**config.mk**
```make
export PLATFORM = sky130hd
export DESIGN_NAME = gns_ctrl
export DESIGN_NICKNAME = d
export VERILOG_FILES = /design/src/design/gns_pkg.sv /design/src/design/gns_ctrl.sv
export SDC_FILE = /design/constraint.sdc
export NUM_CORES = 1
export LEC_CHECK = 0
export BUFFER_PORTS_ARGS = -buffer_cell sky130_fd_sc_hd__buf_2
export CAP_MARGIN = 20
export CORE_AREA = 2 2 39 41
export DETAILED_ROUTE_END_ITERATION = 10
export DIE_AREA = 0 0 41 43
export RECOVER_POWER = 50
export SETUP_SLACK_MARGIN = 0.4
export SYNTH_ARGS = -nofsm -noshare
export SYNTH_HDL_FRONTEND = slang
export SYNTH_SLANG_ARGS = --single-unit
export TNS_END_PERCENT = 30
```
**constraint.sdc**
```tcl
create_clock -name clk_i -period 3 [get_ports clk_i]
set_clock_uncertainty 0.1 [all_clocks]
set_input_delay 0.45 -clock clk_i [delete_from_list [all_inputs] [get_ports clk_i]]
set_output_delay 0.45 -clock clk_i [all_outputs]
set_load 0.02 [all_outputs]
```
**src/design/gns_pkg.sv**
```systemverilog
// Shared types and constants of the grid nearest-occupied search unit.
package gns_pkg;

  // Field widths of the stream words and the configuration registers.
  localparam int COORD_W    = 10;
  localparam int EXT_W      = 13;
  localparam int EV_W       = 16;
  localparam int LIM_W      = 7;
  localparam int DIST_W     = 11;
  localparam int CFG_IDX_W  = 2;
  localparam int IN_DATA_W  = 32;
  localparam int OUT_DATA_W = 40;

  // Item kinds carried in the input tuser bit.
  typedef enum logic {
    KIND_ADD   = 1'b0,
    KIND_QUERY = 1'b1
  } kind_e;

  // Configuration register indexes.
  typedef enum logic [CFG_IDX_W-1:0] {
    CFG_MIN_X = 2'd0,
    CFG_MAX_X = 2'd1,
    CFG_MIN_Y = 2'd2,
    CFG_MAX_Y = 2'd3
  } cfg_idx_e;

  // Reset values of the world bounds.
  localparam logic signed [COORD_W-1:0] MIN_X_RST = -10'sd10;
  localparam logic signed [COORD_W-1:0] MAX_X_RST = 10'sd10;
  localparam logic signed [COORD_W-1:0] MIN_Y_RST = -10'sd10;
  localparam logic signed [COORD_W-1:0] MAX_Y_RST = 10'sd10;

  // Commands from the controller to the datapath.
  typedef struct packed {
    logic clear;
    logic take;
    logic check;
    logic scan;
    logic finish;
  } cmd_t;

  // Status from the datapath to the controller.
  typedef struct packed {
    logic clear_last;
    logic is_add;
    logic q_empty;
    logic scan_done;
    logic final_done;
  } stat_t;

endpackage

```
**src/design/gns_ctrl.sv**
```systemverilog
// Controller state machine of the grid nearest-occupied search unit.
module gns_ctrl (
  input  logic           clk_i,
  input  logic           rst_ni,
  input  logic           s_tvalid_i,
  output logic           s_tready_o,
  input  gns_pkg::stat_t stat_i,
  output gns_pkg::cmd_t  cmd_o
);

  typedef enum logic [2:0] {
    S_CLEAR,
    S_IDLE,
    S_CHECK,
    S_SCAN,
    S_FINISH
  } state_e;

  state_e state_q, state_d;
  logic   ready_q;

  // Commands follow the current state.
  always_comb begin
    cmd_o        = '0;
    cmd_o.clear  = (state_q == S_CLEAR);
    cmd_o.take   = ready_q & s_tvalid_i;
    cmd_o.check  = (state_q == S_CHECK);
    cmd_o.scan   = (state_q == S_SCAN);
    cmd_o.finish = (state_q == S_FINISH);
  end

  // Next state.
  always_comb begin
    state_d = state_q;
    case (state_q)
      S_CLEAR: begin
        if (stat_i.clear_last) state_d = S_IDLE;
      end
      S_IDLE: begin
        if (cmd_o.take) state_d = S_CHECK;
      end
      S_CHECK: begin
        if (stat_i.is_add) state_d = S_IDLE;
        else if (stat_i.q_empty) state_d = S_FINISH;
        else state_d = S_SCAN;
      end
      S_SCAN: begin
        if (stat_i.scan_done) state_d = S_FINISH;
      end
      S_FINISH: begin
        if (stat_i.final_done) state_d = S_IDLE;
      end
      default: state_d = S_IDLE;
    endcase
  end

  // State and the registered ready.
  always_ff @(posedge clk_i or negedge rst_ni) begin
    if (!rst_ni) begin
      state_q <= S_CLEAR;
      ready_q <= 1'b0;
    end else begin
      state_q <= state_d;
      ready_q <= (state_d == S_IDLE);
    end
  end

  assign s_tready_o = ready_q;

endmodule

```
==> flow_metrics.env <==
export IMPL_setup_worst_path_end_class="output port"
export IMPL_ys_async_sr_fraction_pct=100.0
export IMPL_grt_use_total_pct=8.880
export IMPL_synth_yosys_seq_area_share_pct=35.24
export IMPL_synthTopCellsByCount="dfrtp_1 (4), nor2_1 (3), nor3_1 (2)"
export IMPL_dr_pass1_iters=2
export IMPL_post_drt_wl_per_cell_um=10.42
export IMPL_leakagePower_nw=0.1817
export IMPL_syn_num_nets=37
export IMPL_rr_startpoint="state_q[0]"
export IMPL_syn_to_final_growth_pct=32.60
export IMPL_timing_final_ws_setup_ns=1.201
export IMPL_fin_crit_ns=1.799
export IMPL_rsz0062_at_grt="false"
export IMPL_clkPwrFrac_pct=18.5
export IMPL_final_antenna_net_count=0
export IMPL_yosysMostFrequentCell="dfrtp_1"
export IMPL_synth_area_per_cell_um2=9.794
export IMPL_cp_slowest_cell="dfrtp_1"
export IMPL_netlist_area_um2=284.0
export IMPL_utilization_pct=27.22
export IMPL_max_freq_mhz=556.0
export IMPL_ios=14
export IMPL_p_comb_share_pct=48.7
export IMPL_synth_edff_count=0
export IMPL_worstPathArrival_ns=1.25
export IMPL_wl_um=625
export IMPL_gp_congestion=0.6253
export IMPL_dieWidth_um=41
export IMPL_synth_top_area_share_pct=35.24
export IMPL_most_common_layout_cells="buf_2 (12), dfrtp_1 (4), nor2_1 (3), clkbuf_4 (3), nor3_1 (2)"
export IMPL_cp_data_required_time_ns=2.45
export IMPL_p_sw_share_pct=43.18
export IMPL_rrSetupSlack_ns=1.62
export IMPL_hpwl_um=472.6
export IMPL_cts_sinks=4
export IMPL_overflow=0
export IMPL_drt_iter0_drc=2
export IMPL_power_density_nw_per_um2=972.1
export IMPL_clock_latency_ns=0.24
export IMPL_hold_path_startpoint="stat_i[0]"
export IMPL_worst_pin_slew_ns=0.3131
export IMPL_num_rows=14
export IMPL_crit_end="cmd_o[1]"
export IMPL_ys_types=23
export IMPL_cp_top_family="flip-flops"
export IMPL_numPortBuffers=13
export IMPL_crit_chain="nor2b_1 -> and2_1 -> buf_2"
export IMPL_fillers=158
export IMPL_final_common_cell="buf_2"
export IMPL_setup_tns_ns=0
export IMPL_cts_tree="built"
export IMPL_setup_viol=0
export IMPL_startpoint="state_q[1]"
export IMPL_antenna_cells=0
export IMPL_status="finished, final reports clean"
export IMPL_p_int_w=0.0002080
export IMPL_drive_gt1_share_pct=45.45
export IMPL_postCtsSetupBuffers=0
export IMPL_drv_cap=0
export IMPL_placed_area_um2=350.3
export IMPL_power_switching_w=0.0001581
export IMPL_cts_made_buffers=3
export IMPL_dieArea_um2=1763
export IMPL_hold_violations=0
export IMPL_fin_nets=54
export IMPL_dieHeight_um=43
export IMPL_r2r_worst_path_cells=4
export IMPL_irDropWorstVdd_uv=358.6
export IMPL_final_area_um2=376.6
export IMPL_crit_buf_inv=1
export IMPL_synth_flop_cell="dfrtp_1"
export IMPL_ys_top_cells_by_area="dfrtp_1 (35%), o311ai_2 (5.7%), nor2b_4 (4.8%)"
export IMPL_vias=251
export IMPL_root_buffer="clkbuf_4"
export IMPL_cts_clk_slew_worst_paths_ns=0.04
export IMPL_reg2reg_to="s_tready_o"
export IMPL_grt_pass1_vias=237
export IMPL_seq_power_share_pct=32.8
export IMPL_relSlewSlack_pct=79.12
export IMPL_synth_seq_cells=4
export IMPL_finalCritPeriodShare_pct=59.96
export IMPL_crit_cells=3
export IMPL_grt_max_degree=12
export IMPL_drc_errors=0
export IMPL_core_area_um2=1384
export IMPL_synthCells=29
export IMPL_path_class="reg2out"
export IMPL_yosys_area_top_type="dfrtp_1"
export IMPL_start_kind="flip-flop"
export IMPL_worst_path_max_fanout=8
export IMPL_grt_first_pass_wirelength_um=979
export IMPL_post_drt_via_cell_ratio=4.183
export IMPL_dp_slack_ns=1.459
export IMPL_ys_warn_count=0
export IMPL_hp_class="in2reg"
export IMPL_drv_slew=0
export IMPL_antenna_found_initial=0
export IMPL_htreeDepth=1
export IMPL_initial_utilization_pct=20.52
export IMPL_cts_buffer_depth=2
export IMPL_slowest_delay_ns=0.49
[how the worst min path moves through the flow]
stage                            end  depth (start not counted)
after detailed placement  s_tready_o                          1
after global placement    state_q[2]                          1
final                     state_q[0]                          3
after global routing      state_q[0]                          3
after floorplan           s_tready_o                          0
after CTS                 state_q[0]                          3
[worst reg2reg max path: stages, from the launching register on]
cell and delay [ns]:
dfrtp_1 0.51, nor2_1 0.09, a2111o_1 0.38, nand3_1 0.11
nor2b_4 0.13
[state kept, by name, summed over array words and instances, names as in the netlist]
signal	cells
s_tready_o	1
state_q	3
[layer usage]
layer	share of wire (%)	routed length, um	up-vias	GRT usage, %
met5	0	0	-	0
met4	0	0	0	8.000
met3	7.5	47	0	4.712
met2	44	272	8	10.31
met1	49	305	109	11.11
li1	-	-	134	-
[logic make-up after synthesis]
logic type,Yosys count,synth area share (%)
mux,1,3.524
buf+inv,5,10.57
flops,4,35.24
compound gates,6,21.59
simple gates,13,29.08
[cell type report]
cell class	instances	area [um2]	area share, %
Tap cell	16	20.02	5.316
Sequential cell	4	100.1	26.58
Multi-Input combinational cell	20	148.9	39.53
Timing Repair Buffer	14	73.82	19.60
Inverter	3	11.26	2.990
Clock buffer	3	22.52	5.980
[metrics by stage]
stage	instances	total power [W]	hold slack, ns
floorplan	29	0.0002724	0.05441
global route	60	0.0003953	0.3944
CTS	60	0.0003796	0.3643
detailed placement	56	0.0003045	0.1588
finish	60	0.0003661	0.3944
global placement	56	0.0003046	0.1592
[repair_timing]
action | CTS | global route
endpoints found under the setup margin | 0 | 0
hold endpoints to repair | 4 | 0
hold buffers | 1 | 0
gates resized for setup | 0 | 0
[power by group through the flow]
stage	combinational [W]	clock, W	sequential [W]
floorplan	0.000170	0	0.000102
global placement	0.000186	0	0.000118
detailed placement	0.000185	0	0.000120
CTS	0.000187	0.0000745	0.000118
global route	0.000193	0.0000787	0.000123
finish	0.000178	0.0000678	0.000120
(Power assumes the default switching activity.)
